===== src/sv/ocf_pkg.sv =====
package ocf_pkg;

  // Stack and counter sizes
  localparam int STACK_DEPTH = 1024;
  localparam int ADDR_W      = $clog2(STACK_DEPTH);
  localparam int DEPTH_W     = $clog2(STACK_DEPTH + 1);
  localparam int INDEX_BITS  = 16;
  localparam int POS_W       = 16;
  localparam int STATUS_W    = 2;
  localparam int CODE_W      = 3;
  localparam int CHAR_W      = 8;

  // Delimiter codes held on the stack
  localparam logic [CODE_W-1:0] D_NONE   = 3'd0;
  localparam logic [CODE_W-1:0] D_DQUOTE = 3'd1;
  localparam logic [CODE_W-1:0] D_SQUOTE = 3'd2;
  localparam logic [CODE_W-1:0] D_PAREN  = 3'd3;
  localparam logic [CODE_W-1:0] D_ANGLE  = 3'd4;
  localparam logic [CODE_W-1:0] D_BRACE  = 3'd5;

  // Result status codes
  localparam logic [STATUS_W-1:0] ST_FOUND    = 2'd0;
  localparam logic [STATUS_W-1:0] ST_NONE     = 2'd1;
  localparam logic [STATUS_W-1:0] ST_MISMATCH = 2'd2;
  localparam logic [STATUS_W-1:0] ST_OVERFLOW = 2'd3;

  // Characters of interest
  localparam logic [CHAR_W-1:0] CH_DQUOTE = 8'h22;
  localparam logic [CHAR_W-1:0] CH_SQUOTE = 8'h27;
  localparam logic [CHAR_W-1:0] CH_LPAREN = 8'h28;
  localparam logic [CHAR_W-1:0] CH_RPAREN = 8'h29;
  localparam logic [CHAR_W-1:0] CH_LANGLE = 8'h3C;
  localparam logic [CHAR_W-1:0] CH_RANGLE = 8'h3E;
  localparam logic [CHAR_W-1:0] CH_LBRACE = 8'h7B;
  localparam logic [CHAR_W-1:0] CH_RBRACE = 8'h7D;
  localparam logic [CHAR_W-1:0] CH_COMMA  = 8'h2C;

  typedef struct packed {
    logic [STATUS_W-1:0] status;
    logic [POS_W-1:0]    position;
  } result_t;

  typedef struct packed {
    logic              we;
    logic [ADDR_W-1:0] waddr;
    logic [CODE_W-1:0] wdata;
    logic [ADDR_W-1:0] raddr;
  } ram_req_t;

endpackage


===== src/sv/outer_comma_finder.sv =====
// Finds the first comma at nesting depth zero in a string that arrives one
// character per item, last_char marking the final one. One item is accepted
// every cycle while the result buffer has room; a result is registered in
// its head, or its skid stage when the head stalls. The open-delimiter stack
// lives in a RAM of STACK_DEPTH entries with a registered read: the top entry
// is kept in a register and the entry below it is read from the RAM on every
// cycle, so pushes and pops can follow each other back to back. The stack RAM
// needs no clearing after reset; only pushed entries are ever used. Status 0
// gives the comma's index in position, counted from 0; the other statuses give
// position 0. Characters after the deciding one are dropped until last_char.
module outer_comma_finder (
  input  logic                              clk,
  input  logic                              rst,
  input  logic                              item_valid,
  output logic                              item_ready,
  input  logic [ocf_pkg::CHAR_W-1:0]        character,
  input  logic                              last_char,
  output logic                              result_valid,
  input  logic                              result_ready,
  output logic [ocf_pkg::STATUS_W-1:0]      status,
  output logic [ocf_pkg::POS_W-1:0]         position
);
  import ocf_pkg::*;

  logic [DEPTH_W-1:0]    depth;
  logic [DEPTH_W-1:0]    depth_next;
  logic [CODE_W-1:0]     top;
  logic [CODE_W-1:0]     top_next;
  logic [INDEX_BITS-1:0] char_index;
  logic                  decided;

  logic [CODE_W-1:0]     below;
  ram_req_t              ram_req;
  logic [DEPTH_W-1:0]    rd_sum;

  logic                  fire;
  logic                  act;
  logic [CODE_W-1:0]     top_eff;
  logic                  full;
  logic [CODE_W-1:0]     opener;
  logic [CODE_W-1:0]     closer;
  logic                  quote_pop;
  logic                  comma;
  logic                  do_push;
  logic                  do_pop;
  logic                  overflow;
  logic                  mismatch;
  logic                  found;
  logic                  fin;
  logic                  res_push;
  result_t               res;
  result_t               out_data;

  assign fire    = item_valid && item_ready;
  assign act     = fire && !decided;
  assign top_eff = (depth == '0) ? D_NONE : top;
  assign full    = (depth == DEPTH_W'(STACK_DEPTH));

  // Classify the character against the top of the stack
  always_comb begin
    opener    = D_NONE;
    closer    = D_NONE;
    quote_pop = 1'b0;
    comma     = 1'b0;
    if (character == CH_DQUOTE) begin
      if (top_eff == D_DQUOTE) begin
        quote_pop = 1'b1;
      end else begin
        opener = D_DQUOTE;
      end
    end else if (top_eff != D_DQUOTE) begin
      unique case (character)
        CH_SQUOTE: begin
          if (top_eff == D_SQUOTE) begin
            quote_pop = 1'b1;
          end else begin
            opener = D_SQUOTE;
          end
        end
        CH_LPAREN: opener = D_PAREN;
        CH_LANGLE: opener = D_ANGLE;
        CH_LBRACE: opener = D_BRACE;
        CH_RPAREN: closer = D_PAREN;
        CH_RANGLE: closer = D_ANGLE;
        CH_RBRACE: closer = D_BRACE;
        CH_COMMA:  comma  = 1'b1;
        default: ;
      endcase
    end
  end

  assign overflow = (opener != D_NONE) && full;
  assign do_push  = act && (opener != D_NONE) && !full;
  assign mismatch = (closer != D_NONE) && (top_eff != closer);
  assign do_pop   = act && (quote_pop || ((closer != D_NONE) && (top_eff == closer)));
  assign found    = comma && (depth == '0);
  assign fin      = overflow || mismatch || found || last_char;
  assign res_push = act && fin;

  // Pick the status of a deciding character
  always_comb begin
    res.position = '0;
    priority if (found) begin
      res.status   = ST_FOUND;
      res.position = POS_W'(char_index);
    end else if (overflow) begin
      res.status = ST_OVERFLOW;
    end else if (mismatch) begin
      res.status = ST_MISMATCH;
    end else begin
      res.status = ST_NONE;
    end
  end

  // Advance depth and top of stack
  always_comb begin
    depth_next = depth;
    top_next   = top;
    if (fire && last_char) begin
      depth_next = '0;
    end else if (do_push) begin
      depth_next = depth + DEPTH_W'(1);
      top_next   = opener;
    end else if (do_pop) begin
      depth_next = depth - DEPTH_W'(1);
      top_next   = below;
    end
  end

  // Write pushed codes; prefetch the entry under the next top
  assign rd_sum        = depth_next - DEPTH_W'(2);
  assign ram_req.we    = do_push;
  assign ram_req.waddr = depth[ADDR_W-1:0];
  assign ram_req.wdata = opener;
  assign ram_req.raddr = rd_sum[ADDR_W-1:0];

  ocf_stack_ram u_stack_ram (
    .clk   (clk),
    .req   (ram_req),
    .rdata (below)
  );

  // Hold stack pointer, index and decided flag; clear them after the last item
  always_ff @(posedge clk) begin
    if (rst) begin
      depth      <= '0;
      char_index <= '0;
      decided    <= 1'b0;
    end else begin
      depth <= depth_next;
      if (fire) begin
        if (last_char) begin
          char_index <= '0;
          decided    <= 1'b0;
        end else begin
          char_index <= char_index + INDEX_BITS'(1);
          decided    <= decided || fin;
        end
      end
    end
  end

  always_ff @(posedge clk) begin
    top <= top_next;
  end

  ocf_out_buf u_out_buf (
    .clk       (clk),
    .rst       (rst),
    .push      (res_push),
    .push_data (res),
    .can_push  (item_ready),
    .out_valid (result_valid),
    .out_ready (result_ready),
    .out_data  (out_data)
  );

  assign status   = out_data.status;
  assign position = out_data.position;

  // Stack pointer never passes the stack size
  a_depth_bound: assert property (@(posedge clk) disable iff (rst)
    depth <= DEPTH_W'(STACK_DEPTH))
    else $error("stack depth beyond stack size");

  // Last item clears the string state
  a_last_clears: assert property (@(posedge clk) disable iff (rst)
    fire && last_char |=> depth == '0 && char_index == '0 && !decided)
    else $error("string state not cleared after last item");

  // No result for an item of a decided string
  a_no_extra: assert property (@(posedge clk) disable iff (rst)
    fire && decided |-> !res_push)
    else $error("result from a decided string");

  // Position is zero unless a comma was found
  a_pos_zero: assert property (@(posedge clk) disable iff (rst)
    result_valid && status != ST_FOUND |-> position == '0)
    else $error("nonzero position without a found comma");

endmodule


===== src/sv/ocf_stack_ram.sv =====
module ocf_stack_ram (
  input  logic                                 clk,
  input  ocf_pkg::ram_req_t                    req,
  output logic [ocf_pkg::CODE_W-1:0]           rdata
);
  import ocf_pkg::*;

  logic [CODE_W-1:0] mem [STACK_DEPTH];

  // Read one entry each cycle, and write one entry when we is set
  always_ff @(posedge clk) begin
    if (req.we) begin
      mem[req.waddr] <= req.wdata;
    end
    rdata <= mem[req.raddr];
  end

endmodule


===== src/sv/ocf_out_buf.sv =====
module ocf_out_buf (
  input  logic               clk,
  input  logic               rst,
  input  logic               push,
  input  ocf_pkg::result_t   push_data,
  output logic               can_push,
  output logic               out_valid,
  input  logic               out_ready,
  output ocf_pkg::result_t   out_data
);
  import ocf_pkg::*;

  logic    head_v;
  result_t head;
  logic    skid_v;
  result_t skid;
  logic    pop;

  assign pop       = head_v && out_ready;
  assign can_push  = !skid_v;
  assign out_valid = head_v;
  assign out_data  = head;

  // Hold a result in the head; spill to the skid stage when the head is stalled
  always_ff @(posedge clk) begin
    if (rst) begin
      head_v <= 1'b0;
      skid_v <= 1'b0;
    end else if (skid_v) begin
      if (pop) begin
        head   <= skid;
        skid_v <= 1'b0;
      end
    end else if (push) begin
      if (!head_v || pop) begin
        head   <= push_data;
        head_v <= 1'b1;
      end else begin
        skid   <= push_data;
        skid_v <= 1'b1;
      end
    end else if (pop) begin
      head_v <= 1'b0;
    end
  end

endmodule


===== config.mk =====
export PLATFORM = sky130hd
export DESIGN_NAME = outer_comma_finder
export DESIGN_NICKNAME = d
export VERILOG_FILES = /design/src/sv/ocf_pkg.sv /design/src/sv/outer_comma_finder.sv /design/src/sv/ocf_stack_ram.sv /design/src/sv/ocf_out_buf.sv
export SDC_FILE = /design/constraint.sdc
export NUM_CORES = 2
export LEC_CHECK = 0
export ABC_AREA = 1
export BUFFER_PORTS_ARGS = -buffer_cell sky130_fd_sc_hd__buf_2
export CAP_MARGIN = 20
export CORE_MARGIN = 3
export CORE_UTILIZATION = 35
export DETAILED_ROUTE_END_ITERATION = 12
export SETUP_SLACK_MARGIN = 0.02
export SLEW_MARGIN = 15
export SYNTH_ARGS = -nofsm -noshare
export SYNTH_HDL_FRONTEND = slang
export SYNTH_SLANG_ARGS = --single-unit

===== constraint.sdc =====
create_clock -name clk -period 17.3 [get_ports clk]
set_clock_uncertainty 0.05 [all_clocks]
set_input_delay 0.865 -clock clk [delete_from_list [all_inputs] [get_ports clk]]
set_output_delay 0.865 -clock clk [all_outputs]
set_load 0.05 [all_outputs]

# After elaboration in Yosys (flattened, before gate mapping)
# Memories as Yosys holds them, arrays and structs flattened. A register that Yosys moved wholly into a read port is not among the register bits.
# Index checks and enable logic that the tools add are counted.
# totals
elab_cells,110
in_bits,13
ram_bits,3072
out_inout_bits,20
mem_count,1
regBits,69
# classes
addsub,4
n_reduce_logical,33
n_eq_ne,17
n_bitwise,4
muxes,41
# memory_table
name,words,width,rd,rd_clocked_by_memory_dff,write_ports,line_no,text
u_stack_ram.mem,1024,3,1,1,1,ocf_stack_ram.sv:8,logic [CODE_W-1:0] mem [STACK_DEPTH];
# op_table
operator,count
$mux 18,4
$eq 8x6->1 const B,7
$mux 11,3
$mux 16,2
$mux 3,7
$mux 1,19
$add 16x1->16 const B,1
$eq 8x7->1 const B,2
$logic_and 1x1->1,12
$pmux 3 s4,1
$add 11x1->11 const B,1
$eq 11x11->1 const B,1
$logic_not 11->1,1
$sub 11x1->11 const B,1
$sub 10x2->10 const B,1
$pmux 3 s3,1
$mux 2,4
$reduce_and 4->1,2
$reduce_bool 2->1,4
$logic_or 1x1->1,6
$reduce_bool 3->1,2
$logic_not 1->1,4
$not 1->1,4
$eq 3x1->1 const B,1
8 further kinds,8

# Depth between registers and ports, before layout
# logic_depth
ltp_word,15
mapped_depth,33
ltp_nobuf,29

# Hierarchy
# From an unflattened synthesis, not the netlist that was laid out.
# hier_totals
cells_unflattened,11816
hier_area_um2,132310.6
# modules_own_cells
mod,instances,seq_area_each_um2,cells_each,area_per_inst_um2
ocf_stack_ram,1,92308.5,11278,128276.8
outer_comma_finder,1,650.6,421,2598.7
ocf_out_buf,1,1121.1,117,1435.1

# Worst setup path before layout
# OpenSTA, ideal clock, no wires.
# synth_timing
kind,input port to flip-flop
from,in character[6] (netlist name)
to,"mem u_stack_ram.mem[0][1], data pin"
path_slack_ps,2221
setup_time_ps,2500
arrival_time_ps,12530
path_buffers,0
required_ps,14750
stages,9
path_cell_list,inv_1 -> nand2_1 -> inv_1 -> nand2_1 -> nor4_1 -> nand2_1 -> nand2_1 -> nand2_2 -> inv_1
# synth_via
elab_chain_len,4
elab_cells_between_ends,8
classes_between,5 x eq/ne; 3 x mux
# synth_lines
element,line_no,text
from (decl),outer_comma_finder.sv:16,"input logic [ocf_pkg::CHAR_W-1:0] character,"
$eq 8x7->1 / $eq 8x6->1 (equally long branches),outer_comma_finder.sv:72,unique case (character)
$pmux 3 s4,outer_comma_finder.sv:72,
$mux 3,outer_comma_finder.sv:71,end else if (top_eff != D_DQUOTE) begin
$mux 3 *,outer_comma_finder.sv:65,if (character == CH_DQUOTE) begin
named net opener[1],outer_comma_finder.sv:40,logic [CODE_W-1:0] opener;
to (decl),ocf_stack_ram.sv:8,
# Mark *: on every way through the listed nets, which the timed path passes. The rest lies on a longest branch.

# Final worst setup path
# layout_timing
from,reg depth[0]
to,"reg u_stack_ram.rdata[0] (netlist name), read port of u_stack_ram.mem"
# layout_via
elab_chain_len,13
elab_cells_between_ends,33
classes_between,3 x add/sub; 5 x eq/ne; 16 x mux; 9 x reduce/logical
# layout_lines
element,line_no,text
from (decl),outer_comma_finder.sv:25,logic [DEPTH_W-1:0] depth;
from (signal assigned),outer_comma_finder.sv:150,depth <= depth_next;
$logic_not 11->1,outer_comma_finder.sv:56,assign top_eff = (depth == '0) ? D_NONE : top;
$mux 3,outer_comma_finder.sv:56,
$eq 3x2->1 / $ne 3x1->1 (equally long branches),"outer_comma_finder.sv:74, outer_comma_finder.sv:71",
"$mux 2, or another cell as far along",outer_comma_finder.sv:74,if (top_eff == D_SQUOTE) begin
"$pmux 3 s4, or another cell as far along",outer_comma_finder.sv:72,
"$mux 3, or another cell as far along",outer_comma_finder.sv:71,
"$mux 3, or another cell as far along",outer_comma_finder.sv:65,
$reduce_bool 3->1 / $logic_or 1x1->1 (equally long branches),"outer_comma_finder.sv:93, outer_comma_finder.sv:95",
"$logic_and 1x1->1, on equally long branches","outer_comma_finder.sv:93, outer_comma_finder.sv:95",
$logic_and 1x1->1 / $mux 11 (equally long branches),"outer_comma_finder.sv:93, outer_comma_finder.sv:124",
$mux 11 *,outer_comma_finder.sv:121,end else if (do_push) begin
$mux 11 *,outer_comma_finder.sv:119,if (fire && last_char) begin
$sub 10x2->10 *,outer_comma_finder.sv:131,assign rd_sum = depth_next - DEPTH_W'(2);
to (decl),ocf_stack_ram.sv:4,output logic [ocf_pkg::CODE_W-1:0] rdata
# Mark *: on every way between the ends. The rest lies on a longest branch, timed or not.
# A chain may end at the register's enable or synchronous reset.

==> flow_summary.json <==
{
  "met2_usage_pct": 31.0,
  "p_sw_share_pct": 22.1,
  "fmax_mhz": 108,
  "yosysMostFrequentCell": "edfxtp_1",
  "max_stage_delay_ps": 840,
  "synth_xor_area_share_pct": 0.0927,
  "worstHoldPathType": "in -> reg",
  "avgSynthCellArea_um2": 10.8,
  "postCtsSetupBuffers": 0,
  "track_usage_pct": 19.4,
  "busiest_layer": "met2",
  "grt_max_degree": 220,
  "core_area_um2": 391000,
  "die_h_um": 633,
  "p_leak_nw": 59.4,
  "ant_nets": 0,
  "drtIter0Drc": 11100,
  "seq_area_um2": 94100,
  "cts_tree": "yes",
  "cts_buffers": 328,
  "cts_buffer_depth": 4,
  "yosys-top-cells-count": "3111 x edfxtp_1, 3005 x nand2_1, 1775 x nand3_1",
  "p_clk_share_pct": 43.9,
  "dr_total_vias": 93900,
  "cpMostUsedCell": "nand3_1",
  "vdd_drop_max_uv": 70.9,
  "htree_levels": 5,
  "wirelength_mm": 399,
  "synth_top_area_share_pct": 67.8,
  "cts_resized": 0,
  "drc": 0,
  "ys_seq_area_share_pct": 68.3,
  "drive_above_1_share_pct": 6.67,
  "cp-end-kind": "register",
  "pwr-share-comb_pct": 3.6,
  "rows": 229,
  "finalSetupViolations": 0,
  "nNetsFinal": 12400,
  "synth-simple-area-share_pct": 19.1,
  "worst_pin_slew_ps": 1160,
  "synth_top_family_by_area": "simple AND/OR/NAND/NOR gates",
  "worst_path_max_delay_cell": "buf_4",
  "post_drt_wl_per_cell_um": 22.4,
  "cts-root-buf": "clkbuf_16",
  "synthesis.area_um2": 138000,
  "synthAdderAreaFrac_pct": 0.0545,
  "synth_edf_count": 3111,
  "arrival_ps": 10050,
  "netlist_top_cells_area": "edfxtp_1 68%, nand2_1 8.2%, nand3_1 6.5%",
  "dpl.hpwl_mm": 214,
  "fin_tns_setup_ps": 0,
  "critical_path_required_ps": 18070,
  "syn_to_final_growth_pct": 10.7,
  "use_met3_pct": 2.91,
  "synth_flop_cell": "edfxtp_1",
  "async_flop_share_pct": 0,
  "grtUsageMet1_pct": 26.7,
  "p_switching_mw": 3.48,
  "grt_pass1_wl_mm": 587,
  "yosysTopAreaCell": "edfxtp_1",
  "fin_cells": 17800,
  "powerDensity_nw_per_um2": 103,
  "clock-sinks": 3144,
  "fp.dieW_um": 633,
  "place_inst": 17200,
  "insertion_delay_ps": 930,
  "multiInputGateArea_um2": 34300,
  "p_seq_share_pct": 52.5,
  "slew_headroom_pct": 22.5,
  "status": "completed",
  "cap_violations": 0,
  "ys_types": 45,
  "yosysWarnings": 0,
  "crit_fanout": 169,
  "synth-compound-area-share_pct": 5.32,
  "startpoint_type": "register",
  "ioPinCount": 33,
  "syn-num-nets": 12700,
  "synthMuxAreaShare_pct": 0,
  "cts_hold_buf": 0,
  "postSynthCellCount": 12700,
  "fp.dieArea_um2": 401000,
  "vias_per_cell": 5.28,
  "intPower_mw": 12.3,
  "io_buffer_count": 32,
  "layout_min_cycle_time_ps": 9280,
  "overflow": 0,
  "fillers": 37400,
  "clk_pin_slew_ps": 60,
  "grt_pass1_vias": 88900,
  "dr.pass1.iters": 6,
  "fin_crit_sh_pct": 53.7,
  "slew_viol_final": 0,
  "critPathKind": "reg -> reg",
  "grt_setup_unrepaired": "no",
  "antenna_found_initial": 12,
  "place_congestion": 0.841,
  "finalHoldViolations": 0,
  "initial_core_util_pct": 35.3,
  "synth_seq_cells": 3144
}
[registers in the layout, summed over array words and instances (netlist names), 3 cells and up]
name                cells
u_stack_ram.mem      3072
u_out_buf.out_data     18
u_out_buf.skid         18
char_index             16
depth                  11
top                     3
u_stack_ram.rdata       3
[cell families after synthesis]
| kind of cell | after synthesis |
|---|---|
| AOI/OAI and AO/OA | 1002 |
| buffers and inverters | 2362 |
| xor gates and xnor gates | 12 |
| DFF | 3144 |
| and+or+nand+nor | 6197 |
| adders and majority gates | 6 |
[placed cells by master, fill, tap and decap left out, types with 77 or more instances in the layout]
cell / netlist / layout
o211ai_1: 680 / 680
nor2_1: 1107 / 1104
o21ai_0: 215 / 215
buf_4: 25 / 166
nand4_1: 233 / 233
clkbuf_16: 0 / 328
nand3_1: 1775 / 1774
clkbuf_1: 439 / 81
edfxtp_1: 3111 / 3111
o211ai_2: 77 / 77
inv_1: 1411 / 1407
nand2_1: 3005 / 2964
[final cells by class]
class	count	share of cell area, %
Sequential cell	3144	61.7
Multi-Input combinational cell	7217	22.5
Clock buffer	412	5.61
Tap cell	5197	4.26
Inverter	1430	3.56
Clock inverter	178	1.23
Timing Repair Buffer	218	1.16
Antenna cell	4	0.00657
[power by group through the flow]
stage	clock [mW]	sequential, mW	combinational [mW]
after floorplan	0	8.45	0.339
after global placement	0	8.44	0.565
after detailed placement	0	8.44	0.565
after CTS	7.01	8.28	0.566
after global routing	7.33	8.28	0.610
final	6.92	8.28	0.572
[worst max-delay path: cells and delay by family (launching register included)]
| kind | cells | cell delay (ps) |
|---|---|---|
| AND/OR/NAND/NOR | 22 | 4400 |
| buffers and inverters | 5 | 3090 |
| adder cells (fa/ha/maj) | 1 | 830 |
| flip-flops | 1 | 410 |
| AO/OA/AOI/OAI | 1 | 130 |
[stage by stage]
step / hold WS [ps] / area [um^2] / utilization (%) / power [mW] / setup slack (ps)
2_1_floorplan: 380 / 138000 / - / 8.79 / 2220
3_3_place_gp: 389 / 142000 / 36.4 / 9.01 / 8310
3_5_place_dp: 399 / 142000 / 36.4 / 9.01 / 8210
4_1_cts: 126 / 152000 / 39.0 / 15.9 / 8210
5_1_grt: 217 / 152000 / 39.0 / 16.2 / 7560
6_report: 204 / 152000 / 39.0 / 15.8 / 8020
[layer usage]
metal	part of all wire (%)	wire length (um)	up-vias
li1	-	-	42900
met1	41	165000	46100
met2	46	183000	4178
met3	8.9	35500	694
met4	3.9	15500	4
met5	0.0068	27	-
[worst paths after layout]
check / start / end / slack (ps) / depth (start not counted)
max: depth[0] / u_stack_ram.rdata[0] / 8020 / 29
max reg2reg: depth[0] / u_stack_ram.rdata[0] / 8020 / 29
min: result_ready / u_out_buf.out_valid / 200 / 4
min reg2reg: decided / decided / 410 / 2
No activity file was read; power rests on OpenSTA's default activity.
